===== src/dao_pkg.sv =====
// Shared types and constants for the depth ambient occlusion block.
// Holds the queue item format, the configuration bundle and the code names.
// No dependencies.
package dao_pkg;

  // Widths that cover the whole legal range of the frame and kernel limits.
  localparam int DIM_W   = 13;  // effective frame width or height, up to 4096
  localparam int NCNT_W  = 9;   // effective sample count, up to 256
  localparam int CRD_W   = 9;   // sample coordinate, at most 255 + 127
  localparam int DEPTH_W = 16;
  localparam int AO_W    = 16;
  localparam int OCC_W   = 7;
  localparam int IDX_W   = 6;
  localparam int OFS_W   = 8;
  localparam int POS_W   = 8;
  localparam int CFG_IDX_W  = 2;
  localparam int CFG_DATA_W = 16;

  localparam int QUEUE_DEPTH = 4;

  // Input function codes.
  localparam logic [1:0] FUNC_WR_OFS = 2'd0;
  localparam logic [1:0] FUNC_WR_DEP = 2'd1;
  localparam logic [1:0] FUNC_QUERY  = 2'd2;

  // Configuration register indexes.
  localparam logic [CFG_IDX_W-1:0] CFG_SAMPLE_COUNT = 2'd0;
  localparam logic [CFG_IDX_W-1:0] CFG_RADIUS       = 2'd1;
  localparam logic [CFG_IDX_W-1:0] CFG_WIDTH        = 2'd2;
  localparam logic [CFG_IDX_W-1:0] CFG_HEIGHT       = 2'd3;

  typedef enum logic [1:0] {
    OP_WR_OFS,
    OP_WR_DEP,
    OP_QUERY
  } op_t;

  // One classified beat as it travels from the front end to the back end.
  typedef struct packed {
    op_t                      op;
    logic [IDX_W-1:0]         idx;
    logic signed [OFS_W-1:0]  dx;
    logic signed [OFS_W-1:0]  dy;
    logic [POS_W-1:0]         x;
    logic [POS_W-1:0]         y;
    logic [DEPTH_W-1:0]       depth;
  } item_t;

  // Configuration after range limiting.
  typedef struct packed {
    logic [NCNT_W-1:0]  n;
    logic [DEPTH_W-1:0] radius;
    logic [DIM_W-1:0]   w;
    logic [DIM_W-1:0]   h;
  } cfg_t;

endpackage


===== src/dao_queue.sv =====
// Short queue of classified beats between the front end and the back end.
// Depends on dao_pkg for the item format.
module dao_queue #(
  parameter int DEPTH = 4
) (
  input  logic           clk,
  input  logic           rst_n,
  input  logic           push,
  input  dao_pkg::item_t push_item,
  input  logic           pop,
  output dao_pkg::item_t head,
  output logic           empty,
  output logic           full
);
  import dao_pkg::*;

  localparam int PW = (DEPTH > 1) ? $clog2(DEPTH) : 1;
  localparam int CW = $clog2(DEPTH + 1);

  item_t          slot_r [DEPTH];
  logic [PW-1:0]  wr_ptr_r, wr_ptr_nxt;
  logic [PW-1:0]  rd_ptr_r, rd_ptr_nxt;
  logic [CW-1:0]  fill_r, fill_nxt;
  logic           do_push, do_pop;

  assign empty   = (fill_r == '0);
  assign full    = (fill_r == CW'(DEPTH));
  assign head    = slot_r[rd_ptr_r];
  assign do_push = push && !full;
  assign do_pop  = pop && !empty;

  always_comb begin
    wr_ptr_nxt = wr_ptr_r;
    rd_ptr_nxt = rd_ptr_r;
    fill_nxt   = fill_r;
    if (do_push) begin
      wr_ptr_nxt = (wr_ptr_r == PW'(DEPTH - 1)) ? '0 : wr_ptr_r + 1'b1;
    end
    if (do_pop) begin
      rd_ptr_nxt = (rd_ptr_r == PW'(DEPTH - 1)) ? '0 : rd_ptr_r + 1'b1;
    end
    if (do_push && !do_pop) fill_nxt = fill_r + 1'b1;
    else if (do_pop && !do_push) fill_nxt = fill_r - 1'b1;
  end

  always_ff @(posedge clk) begin
    if (!rst_n) begin
      wr_ptr_r <= '0;
      rd_ptr_r <= '0;
      fill_r   <= '0;
    end else begin
      wr_ptr_r <= wr_ptr_nxt;
      rd_ptr_r <= rd_ptr_nxt;
      fill_r   <= fill_nxt;
    end
  end

  always_ff @(posedge clk) begin
    if (do_push) slot_r[wr_ptr_r] <= push_item;
  end

endmodule


===== config.mk =====
export PLATFORM = sky130hd
export DESIGN_NAME = dao_queue
export DESIGN_NICKNAME = d
export VERILOG_FILES = /design/src/dao_pkg.sv /design/src/dao_queue.sv
export SDC_FILE = /design/constraint.sdc
export NUM_CORES = 1
export LEC_CHECK = 0
export BUFFER_PORTS_ARGS = -buffer_cell sky130_fd_sc_hd__buf_2
export CELL_PAD_IN_SITES_DETAIL_PLACEMENT = 1
export CELL_PAD_IN_SITES_GLOBAL_PLACEMENT = 1
export CORE_MARGIN = 4
export CORE_UTILIZATION = 47
export CTS_BUF_LIST = sky130_fd_sc_hd__clkbuf_2
export DETAILED_ROUTE_END_ITERATION = 8
export GPL_TIMING_DRIVEN = 1
export PLACE_DENSITY_LB_ADDON = 0.08
export SYNTH_ARGS = -nofsm -noshare
export SYNTH_HDL_FRONTEND = slang
export SYNTH_SLANG_ARGS = --single-unit
export TNS_END_PERCENT = 1

===== constraint.sdc =====
create_clock -name clk -period 2.48 [get_ports clk]
set_input_delay 0.496 -clock clk [delete_from_list [all_inputs] [get_ports clk]]
set_output_delay 0.496 -clock clk [all_outputs]
set_load 0.01 [all_outputs]

Word-level counts from Yosys, hierarchy flattened. Memory sizes are Yosys's and may differ from the RTL's. A register that Yosys moved wholly into a read port is not among the register bits. Index checks and enable logic that the tools add are counted.

Bits in registers: 7. RAM bits: 224. Input bits: 60. Output and inout bits: 58. Logic and storage cells: 29. Memories kept: 1.

Memories: slot_r (depth 4, width 56, rd ports 1, clocked after Yosys merged registers in 1, wr ports 1, line dao_queue.sv:20) `item_t slot_r [DEPTH];`.

Add/subtract/negate cells: 4. Equality and inequality tests: 3. Multiplexer cells: 8. Reduce and logical (&&, ||, !) cells: 10.

Operators by type and width (number): 2-bit 2-to-1 mux (4); 3-bit 2-to-1 mux (2); 2-bit by 1-bit adder with 2-bit output (second input constant) (2); 2-bit == test (second input constant) (2); 1-bit logical AND (4); 1-bit zero test (4); 3-bit by 1-bit adder with 3-bit output (second input constant) (1); 3-bit == test (second input constant) (1); 3-bit zero test (1); 3-bit by 1-bit subtractor with 3-bit output (second input constant) (1); 1-bit 2-to-1 mux (2); 2-bit nonzero test (1).

Longest topological paths before layout.
Word-level depth: 7. Gate-level depth with buffers: 9. Depth with buffers taken out: 8.

Worst setup path after synthesis. No wires, ideal clock.

Path kind: register to register. Start point: register fill_r[0]. End point: memory slot_r[0][0] in the netlist's numbering, enable pin. Library setup time: 0.420 ns. Arrival: 2.144 ns. Required time: 2.060 ns. Path slack: -0.084 ns. Cell stages (with the launch flop): 5. Buffers on the path: 1. Period minus slack after synthesis: 2.564 ns. Cells stage by stage: dfxtp_1 > nor3b_1 > nor2b_1 > buf_2 > and2_1.

Longest elaborated chain between the ends: 5.

RTL lines: from (decl) (line dao_queue.sv:23) `logic [CW-1:0] fill_r, fill_nxt;`; from (signal assigned) (line dao_queue.sv:54) `fill_r <= fill_nxt;`; 3-bit == test (line dao_queue.sv:27) `assign full = (fill_r == CW'(DEPTH));`; net full (line dao_queue.sv:13) `output logic full`; 1-bit zero test (line dao_queue.sv:29) `assign do_push = push && !full;`; 1-bit logical AND (line dao_queue.sv:29); net do_push (line dao_queue.sv:24) `logic do_push, do_pop;`; 1-bit 2-to-1 mux (line dao_queue.sv:59) `if (do_push) slot_r[wr_ptr_r] <= push_item;`; 1-bit 2-to-1 mux (implied by the code) (line dao_queue.sv:59); to (decl) (line dao_queue.sv:20).

The timed path passes the listed nets, and every way through them passes these cells.

==> metrics <==
DRT Pass-1 Iters=4; CP required=1.98 ns; dpl ws=0.0776 ns; clk_lat worst skew=0.77 ns; Netlist cell types=25; Final nets=655; maximum vdd drop=0.564 mV; leakage dissipation=3.94 nW; Max clock buf depth=3; ys flop type=edfxtp_1; Antenna Nets Post-Route=0; Post-synth EDFFs=224; failing checks=setup timing; cell taking the most area after synthesis=edfxtp_1; Routed WL=17.2 mm; max-cap violations=0; Via Count=4376; type of origin of the critical path=flip-flop; CTS tree=done; grt ovf=0; largest net degree at the start of global routing=35; first-pass GRT wire length=26.8 mm; DRC viols=0; Mapped Area=0.00859 mm²; num rows=49; CTS Buf Count=56; initial antenna violation count=1; Pins Over Slew Limit=0; Initial Util=47.8%; status=finished, violations left; Post-Syn Nets=410; Period Utilization, post-route=105%; main area contributors after synthesis=edfxtp_1, mux4_2, dfxtp_1; PwrDens=951 mW/mm²; Synth Area per Inst=25.0 µm²; placed instance area=0.00952 mm²; RSZ-0062 raised after global routing=yes; Total Power=10.6 mW; Clock Tree Root=clkbuf_2; final worst setup slack=-0.129 ns; Tmin final=2.61 ns; Core Area=0.0180 mm²; Worst Hold Class=in -> reg; Arr. time, crit path=2.11 ns; Synth-to-Final Area Change=29.3%; asr flop ratio synth=0%; Via-to-Cell Ratio=5.06; CTS Sinks=233; Tightest Pin Transition=0.415 ns; Starting DRT DRC Count=206; final std cells w/o fill=865; layout cells sized above 1=45.5%; final core occ=61.8%; area of the multi-input gates=0.00155 mm²; CTS clk-pin slew, worst paths=0.08 ns; H-tree levels=2; PortBufs=117; WL/cell=19.9 µm; setup TNS=-5.00 ns; Seq/Total Area, Yosys=80.4%; io pins=118; Placer Congestion=0.652; Synth top cells by count=edfxtp_1, mux4_2, dfxtp_1; CP Capture Type=primary output; fill count=1568; Final Hold Fails=0; post-synth top area share=78.3%; instance count of the mapped netlist=343; #FFs+latches synth=233; CP max FO=8; final instance area=0.0111 mm²; YS warnings=0; final setup vio count=56; die extent in y=143 µm; Fmax achieved=0.383 GHz; Placed Cells=690; placed wire-length estimate=9.79 mm; Reg area=0.00691 mm²; vias in the first global route=4986; most common cell in the netlist=edfxtp_1; DIE AREA=0.0205 mm²; Setup CP Type=reg -> out; DIE WIDTH=143 µm; All-Layer GR Usage=17.4%; worst hold margin=0.128 ns; Max-slew headroom=72.3%; Worst Skew=0.0408 ns
## path summary, 6_finish.rpt
path	slack, ns	cells after the start	startpoint	endpoint
max	-0.13	4	flip-flop	head[5]
min reg2reg	0.52	2	wr_ptr_r[1]	wr_ptr_r[1]
max reg2reg	0.22	7	fill_r[1]	fill_r[2]
min	0.13	3	pop	flip-flop
## cell families after synthesis
family / count (synthesis) / synth area share [%]
xor+xnor: 2 / 0.204
fa+ha+maj: 7 / 1.11
simple gates: 20 / 1.19
flops: 233 / 80.4
mux: 59 / 15.0
buf+inv: 17 / 1.72
compound gates: 5 / 0.350
## worst max-delay path, cell delays in order (launching register included)
cell and delay (ns):
dfxtp_4 0.38, buf_12 0.15, clkbuf_16 0.16, mux4_2 0.51, buf_6 0.14
## where the power goes
part / total (mW) / switching [mW] / internal (mW)
combinational: 3.13 / 1.36 / 1.78
sequential: 4.92 / 0.136 / 4.79
clock: 2.51 / 1.48 / 1.03
total: 10.6 / 2.97 / 7.60
## cells in the final DEF (no fill, tap or decap), types with 2 or more instances in the layout
cell type	n
and2_2	4
clkbuf_16	2
nand3_1	2
buf_2	81
buf_6	39
buf_16	4
inv_1	3
bufinv_16	2
clkinv_1	23
nor2_1	2
ha_1	6
mux4_2	56
dlygate4sd3_1	57
buf_4	10
clkinv_2	7
buf_8	2
o21ai_0	3
clkbuf_2	72
buf_12	6
mux2i_1	3
nor2b_1	2
dfxtp_1	7
nand2_1	6
edfxtp_1	224
## layout make-up
class | instances | area share, %
sequential | 233 | 62.2
timing repair buffer | 201 | 16.2
multi-input combinational | 93 | 13.9
clock buffer | 72 | 3.25
tap | 229 | 2.58
clock inverter | 33 | 1.67
inverter | 3 | 0.101
antenna | 1 | 0.0225
## routing by layer
layer	global-route usage [%]	vias to the layer above	share of wire, %
met5	0	-	0
met2	29.4	133	53
li1	-	1992	-
met1	21.2	2225	39
met3	5.39	26	6.7
met4	6.20	0	1.7
## registers in the layout, indices dropped and copies added, names as in the netlist, named ones only
signal and flops:
fill_r 3, rd_ptr_r 2, slot_r 224, wr_ptr_r 2
## timing repair
action / 4_1_cts / 5_1_grt
endpoints found under the setup margin: 56 / 57
endpoints found under the hold margin: 229 / 0
hold buffers: 57 / 0
setup buffers: 5 / 3
gates cloned: 2 / 2
gates resized for setup: 33 / 16
(Power assumes the default switching activity.)
