$ cat config.mk
export PLATFORM = sky130hd
export DESIGN_NAME = dao_front
export DESIGN_NICKNAME = d
export VERILOG_FILES = /design/src/dao_pkg.sv /design/src/dao_front.sv
export SDC_FILE = /design/constraint.sdc
export NUM_CORES = 1
export LEC_CHECK = 0
export BUFFER_PORTS_ARGS = -buffer_cell sky130_fd_sc_hd__buf_2
export CAP_MARGIN = 5
export CORE_ASPECT_RATIO = 0.9
export CORE_MARGIN = 2
export CORE_UTILIZATION = 32
export DETAILED_ROUTE_END_ITERATION = 7
export PLACE_DENSITY_LB_ADDON = 0.15
export SETUP_SLACK_MARGIN = 0.15
export SLEW_MARGIN = 5
export SYNTH_ARGS = -nofsm -noshare
export SYNTH_HDL_FRONTEND = slang
export SYNTH_SLANG_ARGS = --single-unit
$ cat constraint.sdc
create_clock -name vclk -period 2.7
set_input_delay 0.405 -clock vclk [all_inputs]
set_output_delay 0.405 -clock vclk [all_outputs]
set_load 0.01 [all_outputs]
$ cat src/dao_pkg.sv
// Shared types and constants for the depth ambient occlusion block.
// Holds the queue item format, the configuration bundle and the code names.
// No dependencies.
package dao_pkg;

  // Widths that cover the whole legal range of the frame and kernel limits.
  localparam int DIM_W   = 13;  // effective frame width or height, up to 4096
  localparam int NCNT_W  = 9;   // effective sample count, up to 256
  localparam int CRD_W   = 9;   // sample coordinate, at most 255 + 127
  localparam int DEPTH_W = 16;
  localparam int AO_W    = 16;
  localparam int OCC_W   = 7;
  localparam int IDX_W   = 6;
  localparam int OFS_W   = 8;
  localparam int POS_W   = 8;
  localparam int CFG_IDX_W  = 2;
  localparam int CFG_DATA_W = 16;

  localparam int QUEUE_DEPTH = 4;

  // Input function codes.
  localparam logic [1:0] FUNC_WR_OFS = 2'd0;
  localparam logic [1:0] FUNC_WR_DEP = 2'd1;
  localparam logic [1:0] FUNC_QUERY  = 2'd2;

  // Configuration register indexes.
  localparam logic [CFG_IDX_W-1:0] CFG_SAMPLE_COUNT = 2'd0;
  localparam logic [CFG_IDX_W-1:0] CFG_RADIUS       = 2'd1;
  localparam logic [CFG_IDX_W-1:0] CFG_WIDTH        = 2'd2;
  localparam logic [CFG_IDX_W-1:0] CFG_HEIGHT       = 2'd3;

  typedef enum logic [1:0] {
    OP_WR_OFS,
    OP_WR_DEP,
    OP_QUERY
  } op_t;

  // One classified beat as it travels from the front end to the back end.
  typedef struct packed {
    op_t                      op;
    logic [IDX_W-1:0]         idx;
    logic signed [OFS_W-1:0]  dx;
    logic signed [OFS_W-1:0]  dy;
    logic [POS_W-1:0]         x;
    logic [POS_W-1:0]         y;
    logic [DEPTH_W-1:0]       depth;
  } item_t;

  // Configuration after range limiting.
  typedef struct packed {
    logic [NCNT_W-1:0]  n;
    logic [DEPTH_W-1:0] radius;
    logic [DIM_W-1:0]   w;
    logic [DIM_W-1:0]   h;
  } cfg_t;

endpackage

$ cat src/dao_front.sv
// Front end: classifies input beats, drops the ones that do nothing and
// clamps query centres into the frame. Depends on dao_pkg.
module dao_front #(
  parameter int MAX_SAMPLES_P = 64
) (
  input  logic                        in_valid,
  output logic                        in_stall,
  input  logic [1:0]                  in_func,
  input  logic [dao_pkg::IDX_W-1:0]   in_entry_index,
  input  logic signed [7:0]           in_offset_dx,
  input  logic signed [7:0]           in_offset_dy,
  input  logic [dao_pkg::POS_W-1:0]   in_pos_x,
  input  logic [dao_pkg::POS_W-1:0]   in_pos_y,
  input  logic [15:0]                 in_depth_value,
  input  dao_pkg::cfg_t               cfg,
  input  logic                        q_full,
  output logic                        q_push,
  output dao_pkg::item_t              q_item
);
  import dao_pkg::*;

  logic keep;
  logic x_in, y_in;

  assign x_in = 32'(in_pos_x) < 32'(cfg.w);
  assign y_in = 32'(in_pos_y) < 32'(cfg.h);

  always_comb begin
    q_item.op    = OP_QUERY;
    q_item.idx   = in_entry_index;
    q_item.dx    = in_offset_dx;
    q_item.dy    = in_offset_dy;
    q_item.x     = in_pos_x;
    q_item.y     = in_pos_y;
    q_item.depth = in_depth_value;
    keep         = 1'b0;
    case (in_func)
      FUNC_WR_OFS: begin
        q_item.op = OP_WR_OFS;
        keep      = 32'(in_entry_index) < MAX_SAMPLES_P;
      end
      FUNC_WR_DEP: begin
        q_item.op = OP_WR_DEP;
        keep      = x_in && y_in;
      end
      FUNC_QUERY: begin
        // The centre is pulled into the frame before any sample is taken.
        q_item.op = OP_QUERY;
        keep      = 1'b1;
        if (!x_in) q_item.x = POS_W'(cfg.w - 1'b1);
        if (!y_in) q_item.y = POS_W'(cfg.h - 1'b1);
      end
      default: keep = 1'b0;
    endcase
  end

  assign in_stall = q_full;
  assign q_push   = in_valid && !q_full && keep;

endmodule

Word-level counts from Yosys, hierarchy flattened --
Cells that the tools add are included. Widths: inputs -> output; s select.
Word-level totals: ROM bits 0, memories 0, latch bits 0, bits in writable memories 0, output and inout bits 58, bits in registers 0, word-level logic and storage cells 17, bits of input ports 109
Operators by class: $mul 0, reductions and logical operators 6, multiplexer cells 5, add/subtract/negate cells 2, bitwise gates (word level) 0, divide/modulo/power cells 0, magnitude comparators 2, shift-type cells 0, eq/ne operators 2
Operator list (count):
- $lt 8x13->1 | 2
- $mux 16 | 1
- $mux 8 | 2
- $sub 8x1->8 const B | 2
- $pmux 2 s2 | 1
- $logic_and 1x1->1 | 3
- $eq 2x1->1 const B | 1
- $eq 2x2->1 const B | 1
- $logic_not 2->1 | 1
- $pmux 1 s2 | 1
- $reduce_or 2->1 | 1
- $logic_not 1->1 | 1

Depth between registers and ports, before layout --
Gate-level depths: netlist of the first run.
word-level depth 4, mapped depth 7, mapped depth without buffers 7

Least setup slack after synthesis of the first run --
Ideal clock, no wire load.
path type input -> output, from input cfg[2] in the netlist's numbering, to output q_item[16] in the netlist's numbering, stages 6, data arrival time 2087 ps, slack 208 ps, required time 2295 ps, buffers on the path 0, cell sequence inv_1 -> ha_1 -> a21oi_1 -> a211o_1 -> a2111oi_4 -> mux2_2
RTL lines:
- start: declaration | RTL line dao_front.sv:15 | input dao_pkg::cfg_t cfg,
- end: declaration | RTL line dao_front.sv:18 | output dao_pkg::item_t q_item

==> impl_metrics.py, run 1 <==
metrics = {
    "timing": {
        "max_slew_margin": 0.785,
        "rsz0062_at_grt": "true",
        "timing.hold.ws_ps": 810,
        "min_period_ps": 2580,
        "fmax_mhz": 388,
        "final_max_slew_viol_count": 0,
        "post-route-period-util": 0.956,
        "setup_violations": 0,
        "hold_viol": 0,
        "worstMarginPinSlew_ps": 319,
    },
    "hold_path": {
        "hold_class": "input pin to output port",
    },
    "layout": {
        "drive_gt1_frac": 0.719,
        "seqCellArea_um2": 0,
        "nFlopsAndLatches": 0,
        "num_antenna_cells": 0,
        "area_growth_pct": 68.4,
        "final_util": 0.567,
        "n_clock_buffer": 0,
        "final_common_cell": "buf_6",
        "final_cell_mix": "buf_6 (37), buf_2 (30), buf_4 (21), mux2_4 (14), ha_4 (12)",
        "fin_nets": 323,
    },
    "power": {
        "ir_worst_vdd_mv": 0.0396,
        "cellLeakagePower_nw": 0.868,
        "power.total_mw": 0.279,
        "cellPowerDensity_nw_per_um2": 145,
    },
    "global_routing": {
        "antenna_found_initial": 0,
        "gr-total-overflow": 0,
        "grt_max_degree": 9,
        "grt_pass1_wl_um": 5120,
        "first_global_vias": 1119,
        "groute.usage.overall": 0.159,
    },
    "drt": {
        "vias": 1129,
        "drcViolationCount": 0,
        "drt_first_pass_iters": 4,
        "ant_nets": 0,
        "via_per_inst": 4.70,
        "drt_wl_total_um": 3500,
        "routedWlPerCell_um": 14.6,
        "drtIter0Drc": 25,
    },
    "worst_setup_path": {
        "cp_common_cell": "buf_6",
        "crit_cells": 8,
        "critPathArrivalTime_ps": 2180,
        "path_buf_inv": 3,
        "criticalPathCategory": "input pin to output port",
        "worstSetupEndpoint": "q_item[31]",
        "cp-start-kind": "input pin",
        "cp_data_required_time_ps": 2300,
        "crit_family": "compound AO/OA/AOI/OAI gates",
        "cp_slowest_stage_delay_ps": 360,
        "worstPathCellList": "buf_6, ha_4, o211ai_1, a211o_1, a2111oi_4, buf_6, mux2_4, buf_6",
        "cp_slowest_cell": "a2111oi_4",
        "worstSetupEndpointType": "output port",
        "cp-startpoint": "in_pos_x[2]",
        "cp_max_fo": 8,
    },
    "die": {
        "core_area_um2": 3400,
        "die_w_um": 67.1,
        "io_pins": 167,
        "die_y_um": 60.7,
        "start_util": 0.336,
        "die_area_um2": 4070,
        "rows": 20,
    },
    "logic_synthesis": {
        "syn_nets": 271,
        "yosys-top-cells-area": "buf_4 (26%), ha_1 (17%), mux2_2 (14%)",
        "syn_inst": 146,
        "synth_area_leader_cell": "buf_4",
        "syn_area_um2": 1140,
        "synth_seq_area_share": 0,
        "synth_area_per_cell_um2": 7.84,
        "synth_top_area_share": 0.256,
        "yosysUniqueCellTypes": 27,
        "ys_warn_count": 0,
    },
    "place": {
        "portBuffers": 66,
        "gp_congestion": 0.801,
        "dp_hpwl_um": 2630,
    },
    "flow_run": {
        "maxCapViolCount": 0,
    },
    "clock_network": {
        "ctsHoldBuffers": 0,
    },
    "outcome": {
        "status": "completed",
    },
}
## layout make-up
type	count	area [µm²]
multi-input combinational	87	1030
tap	44	55.1
timing repair buffer	90	754
inverter	19	88.8
fill	315	1480
## logic make-up after synthesis
logic type / after synthesis / share of synthesized area
buf+inv: 59 / 0.321
simple gates: 26 / 0.117
compound gates: 18 / 0.148
mux: 16 / 0.155
fa+ha+maj: 16 / 0.175
xor+xnor: 11 / 0.0842
## Yosys cell counts, drive strengths merged, types with 2 or more instances
cell type  count
nand2b         3
a21o           2
mux2          14
or4            2
nand3          4
xnor2          9
nor4           2
xor2           2
mux2i          2
nor3           3
a2111oi        2
nor2           5
inv           19
o211ai         2
ha            16
buf           39
nand2          4
a211oi         4
a21oi          4
a211o          2
## where the power goes
group	total, mW	internal [mW]	switching, mW
registers	0	0	0
logic	0.279	0.166	0.113
clock network	0	0	0
total	0.279	0.166	0.113
## how the worst min path moves through the flow
stage               cells past startpoint               start  slack [ps]    endpoint
floorplan                               1          in_func[1]         860  q_item[54]
global placement                        0     in_offset_dx[5]         810  q_item[45]
detailed placement                      0     in_offset_dx[5]         810  q_item[45]
CTS                                     0     in_offset_dx[5]         810  q_item[45]
global route                            0  in_depth_value[15]         810  q_item[15]
finish                                  0  in_depth_value[15]         810  q_item[15]
## metrics by stage
| step | instance area (µm²) | std cells | TNS [ps] | worst slack (ps) |
|---|---|---|---|---|
| after floorplan | 1140 | 146 | 0 | 208 |
| after global placement | 1330 | 229 | 0 | 5.20 |
| after detailed placement | 1330 | 229 | -13.7 | -8.37 |
| after CTS | 1840 | 237 | 0 | 144 |
| after global routing | 1930 | 240 | 0 | 44.2 |
| final | 1930 | 240 | 0 | 120 |
## per-layer routing
metal	track usage	wire (µm)	up-vias
met1	0.176	1280	488
met5	0	0	-
li1	-	-	567
met2	0.324	1910	70
met4	0.0146	25	0
met3	0.0315	291	4
## repair_timing
action | in CTS | in global routing
setup buffers | 8 | 3
hold endpoints to repair | 0 | 0
pin swaps | 22 | 7
gates resized for setup | 88 | 17
endpoints found under the setup margin | 16 | 16
(Power assumes the default switching activity.)
==> inputs of run 2 (changes only) <==
--- a/config.mk
+++ b/config.mk
@@ -13,5 +13,4 @@
 export DETAILED_ROUTE_END_ITERATION = 7
-export PLACE_DENSITY_LB_ADDON = 0.15
+export PLACE_DENSITY = 0.86
 export SETUP_SLACK_MARGIN = 0.15
-export SLEW_MARGIN = 5
 export SYNTH_ARGS = -nofsm -noshare
==> constraint.sdc (replaced) <==
create_clock -name vclk -period 2.7
set_input_delay 0.405 -clock vclk [all_inputs]
set_output_delay 0.405 -clock vclk [all_outputs]
set_load 0.1 [all_outputs]
==> run 2 against run 1 <==
Effect of this change: combinational power rose by 62%; critical path type unchanged; sequential cell count did not move; cell area rose by 14%; largest cell class unchanged; routed wire length rose by 13%; critical path depth rose by 3; total power rose by 62%; first-iteration DRC count fell by 64%; non-clock buffer count rose by 6; cell count rose by 2.5%; core utilization rose by 7.9 points; critical endpoint is now q_item[27]; die area did not move.
==> impl_metrics.py, run 2 (synthesis results as in run 1) <==
metrics = {
    "drt": {
        "vias": 1224,
        "drcViolationCount": 0,
        "drt_first_pass_iters": 4,
        "routedWlPerCell_um": 16.1,
        "drtIter0Drc": 9,
        "drt_wl_total_um": 3960,
        "ant_nets": 0,
        "via_per_inst": 4.98,
    },
    "worst_setup_path": {
        "cp_data_required_time_ps": 2300,
        "cp_slowest_cell": "mux2_2",
        "cp_max_fo": 8,
        "critPathArrivalTime_ps": 2290,
        "cp-start-kind": "input pin",
        "worstSetupEndpointType": "output port",
        "worstPathCellList": "buf_8, inv_6, ha_4, nand3_4, nor2_4, a211oi_2, buf_4, a2111oi_4, buf_6, mux2_2, buf_8",
        "cp_common_cell": "buf_8",
        "criticalPathCategory": "input pin to output port",
        "cp_slowest_stage_delay_ps": 380,
    },
    "power": {
        "p_int_mw": 0.205,
        "ir_worst_vdd_mv": 0.120,
        "switching_share": 0.547,
        "cellLeakagePower_nw": 0.959,
        "p_comb_frac": 1.000,
        "p_sw_mw": 0.248,
        "pwr-share-clk": 0,
        "cellPowerDensity_nw_per_um2": 206,
        "pwr-share-seq": 0,
    },
    "die": {
        "die_w_um": 67.1,
        "io_pins": 167,
        "die_y_um": 60.7,
        "start_util": 0.336,
        "core_area_um2": 3400,
        "die_area_um2": 4070,
        "rows": 20,
    },
    "timing": {
        "post-route-period-util": 0.997,
        "fin_tns_setup_ps": 0,
        "final_max_slew_viol_count": 0,
        "fmax_mhz": 372,
        "hold_viol": 0,
        "worstMarginPinSlew_ps": 484,
        "max_slew_margin": 0.680,
        "setup_violations": 0,
        "min_period_ps": 2690,
        "rsz0062_at_grt": "true",
    },
    "global_routing": {
        "gr-total-overflow": 0,
        "grt_max_degree": 9,
        "groute.usage.overall": 0.162,
        "first_global_vias": 1173,
        "grt_pass1_wl_um": 5080,
        "antenna_found_initial": 0,
    },
    "outcome": {
        "status": "completed",
    },
    "layout": {
        "fin_nets": 329,
        "multi_input_area_um2": 1080,
        "nFlopsAndLatches": 0,
        "final_common_cell": "buf_2",
        "area_growth_pct": 91.9,
        "fillers": 244,
        "drive_gt1_frac": 0.752,
        "fin_cells": 246,
        "num_antenna_cells": 0,
        "final_cell_mix": "buf_2 (32), buf_4 (27), buf_12 (18), buf_6 (16), ha_4 (12)",
        "n_clock_buffer": 0,
        "final_util": 0.646,
        "seqCellArea_um2": 0,
    },
    "place": {
        "portBuffers": 66,
        "placed_cells": 238,
        "dp_hpwl_um": 2350,
        "gp_congestion": 0.815,
    },
    "hold_path": {
        "hold_class": "input pin to output port",
    },
    "flow_run": {
        "maxCapViolCount": 0,
    },
    "clock_network": {
        "ctsHoldBuffers": 0,
    },
}
## run 2: cell count changes in the layout (fill, tap and decap cells not counted), moves of 3 or more
cell    delta
buf_12    +18
buf_4      +6
buf_6     -21
inv_4      -3
mux2_2     +4
mux2_4     -4
## run 2: power by group through the flow
stage	registers (mW)	logic [mW]	clock network [mW]
2_1_floorplan	0	0.480	0
3_3_place_gp	0	0.325	0
3_5_place_dp	0	0.330	0
4_1_cts	0	0.389	0
5_1_grt	0	0.477	0
6_report	0	0.452	0
## run 2: area by class of cell
class / count / share of cell area
Multi-Input combinational cell: 87 / 0.493
Timing Repair Buffer: 96 / 0.432
Inverter: 19 / 0.0507
Tap cell: 44 / 0.0251
## run 2: path summary, 6_finish.rpt
| path | cells past startpoint | startpoint | to | slack, ps |
|---|---|---|---|---|
| max | 11 | cfg[18] | q_item[27] | 9 |
| min | 0 | in_offset_dx[1] | q_item[41] | 810 |
## run 2: stage by stage
stage | instance area [µm²] | power (mW) | worst slack (ps) | hold WS (ps)
final | 2200 | 0.452 | 8.51 | 810
after detailed placement | 1610 | 0.330 | -176 | 811
after floorplan | 1270 | 0.480 | -151 | 1020
after CTS | 1940 | 0.389 | 12.0 | 811
after global routing | 2200 | 0.477 | -47.1 | 810
after global placement | 1610 | 0.325 | -155 | 811
## run 2: metal layers
layer,vias up,track usage,share of wire
li1,580,-,-
met1,555,0.155,0.33
met2,63,0.349,0.55
met3,26,0.0223,0.063
met4,0,0.0496,0.053
met5,-,0,0
## run 2: what timing repair did
action                                  in CTS  in global routing
endpoints found under the setup margin      16                 17
setup buffers                                2                  6
pin swaps                                    9                 16
gates resized for setup                     73                 45
## run 2: critical path, delay by kind of cell
kind / cells / cell delay (ps)
adder cells (fa/ha/maj): 1 / 260
AO/OA/AOI/OAI: 2 / 390
AND/OR/NAND/NOR: 2 / 200
buffers and inverters: 5 / 640
multiplexers: 1 / 380
==> inputs of run 3 (changes only) <==
==> constraint.sdc (replaced) <==
create_clock -name vclk -period 2.7
set_input_delay 0.405 -clock vclk [all_inputs]
set_output_delay 0.405 -clock vclk [all_outputs]
set_load 0.02 [all_outputs]
==> run 3 against run 2 <==
Effect of this change: combinational power decreased by 34%; cell area is 13% lower; routed wire length fell by 9.3%; largest cell class unchanged.
==> impl_metrics.py, run 3 (synthesis results as in run 1) <==
metrics = {
    "worst_setup_path": {
        "cp_data_required_time_ps": 2300,
        "path_buf_inv": 5,
        "cp_max_fo": 8,
        "cp-start-kind": "input pin",
        "cp_common_cell": "buf_6",
        "cp_slowest_cell": "a2111oi_4",
        "criticalPathCategory": "input pin to output port",
        "cp_slowest_stage_delay_ps": 360,
        "worstSetupEndpointType": "output port",
        "critPathArrivalTime_ps": 2190,
        "worstPathCellList": "buf_8, inv_4, ha_4, nand3_4, nor2_4, a211oi_2, buf_4, a2111oi_4, buf_6, mux2_4, buf_6",
        "crit_family": "buffers and inverters",
    },
    "timing": {
        "post-route-period-util": 0.963,
        "hold_viol": 0,
        "fmax_mhz": 385,
        "rsz0062_at_grt": "true",
        "final_max_slew_viol_count": 0,
        "max_slew_margin": 0.768,
        "setup_violations": 0,
        "min_period_ps": 2600,
        "worstMarginPinSlew_ps": 344,
    },
    "place": {
        "dp_hpwl_um": 2400,
        "portBuffers": 66,
        "placed_cells": 233,
        "place_area_um2": 1370,
        "gp_congestion": 0.794,
    },
    "die": {
        "rows": 20,
        "die_y_um": 60.7,
        "die_area_um2": 4070,
        "start_util": 0.336,
        "io_pins": 167,
        "core_area_um2": 3400,
        "die_w_um": 67.1,
    },
    "outcome": {
        "status": "completed",
    },
    "power": {
        "ir_worst_vdd_mv": 0.0637,
        "cellLeakagePower_nw": 0.864,
        "p_comb_frac": 1.000,
        "p_int_mw": 0.169,
        "switching_share": 0.437,
        "pwr-share-seq": 0,
        "p_sw_mw": 0.131,
        "cellPowerDensity_nw_per_um2": 157,
        "pwr-share-clk": 0,
    },
    "layout": {
        "area_growth_pct": 67.3,
        "final_cell_area_um2": 1920,
        "final_cell_mix": "buf_2 (33), buf_6 (29), buf_4 (24), mux2_4 (14), ha_4 (12)",
        "fin_cells": 240,
        "nFlopsAndLatches": 0,
        "final_common_cell": "buf_2",
        "n_clock_buffer": 0,
        "multi_input_area_um2": 1040,
        "drive_gt1_frac": 0.730,
        "num_antenna_cells": 0,
        "fillers": 304,
        "seqCellArea_um2": 0,
        "final_util": 0.563,
        "fin_nets": 323,
    },
    "drt": {
        "ant_nets": 0,
        "drt_first_pass_iters": 4,
        "drcViolationCount": 0,
        "vias": 1151,
        "drtIter0Drc": 25,
        "via_per_inst": 4.80,
        "drt_wl_total_um": 3590,
        "routedWlPerCell_um": 15.0,
    },
    "global_routing": {
        "antenna_found_initial": 0,
        "grt_max_degree": 9,
        "grt_pass1_wl_um": 5300,
        "first_global_vias": 1176,
        "gr-total-overflow": 0,
        "groute.usage.overall": 0.170,
    },
    "hold_path": {
        "hold_path_end": "q_item[14]",
        "hold_path.startpoint": "in_depth_value[14]",
        "holdPathStages": 0,
        "hold_class": "input pin to output port",
    },
    "flow_run": {
        "maxCapViolCount": 0,
    },
}
[run 3: changes by cell type in the layout (fill, tap and decap cells not counted), moves of 2 or more]
cell,before,now
mux2i_2,0,2
mux2_4,10,14
buf_6,16,29
mux2i_4,2,0
inv_2,7,9
buf_4,27,24
inv_12,2,0
mux2_2,4,0
buf_12,18,0
[run 3: area by class of cell]
cell class                 count  share of cell area
multi-input combinational     87               0.545
tap                           44              0.0287
inverter                      19              0.0438
timing repair buffer          90               0.382
[run 3: power by group through the flow]
| stage | Sequential (mW) | Combinational [mW] | Clock, mW |
|---|---|---|---|
| after floorplan | 0 | 0.184 | 0 |
| after global placement | 0 | 0.186 | 0 |
| after CTS | 0 | 0.266 | 0 |
| after detailed placement | 0 | 0.190 | 0 |
| final | 0 | 0.300 | 0 |
| after global routing | 0 | 0.325 | 0 |
[run 3: how the worst max path moves through the flow]
stage	startpoint	to	slack (ps)	cells past startpoint
4_1_cts	cfg[7]	q_item[19]	120	9
2_1_floorplan	cfg[2]	q_item[16]	160	6
3_5_place_dp	cfg[6]	q_item[19]	-50	9
3_3_place_gp	cfg[6]	q_item[22]	-5	9
5_1_grt	cfg[7]	q_item[20]	30	11
6_report	cfg[7]	q_item[20]	100	11
[run 3: metrics by stage]
stage | hold WS [ps] | worst slack (ps) | power, mW | TNS, ps
5_1_grt | 810 | 31.2 | 0.325 | 0
3_5_place_dp | 810 | -50.9 | 0.190 | -339
6_report | 810 | 100 | 0.300 | 0
4_1_cts | 810 | 119 | 0.266 | 0
2_1_floorplan | 888 | 158 | 0.184 | 0
3_3_place_gp | 810 | -5.09 | 0.186 | -6.48
[run 3: timing repair]
action	4_1_cts	5_1_grt
endpoints found under the setup margin	16	16
resized for setup	93	17
hold buffers	0	0
buffers inserted	2	5
pin swaps	18	7
[run 3: metal layers]
layer | GRT usage | vias to the layer above | wire length, µm
met5 | 0 | - | 0
met1 | 0.180 | 508 | 1270
li1 | - | 566 | -
met3 | 0.0390 | 18 | 290
met4 | 0.0525 | 0 | 101
met2 | 0.332 | 59 | 1920
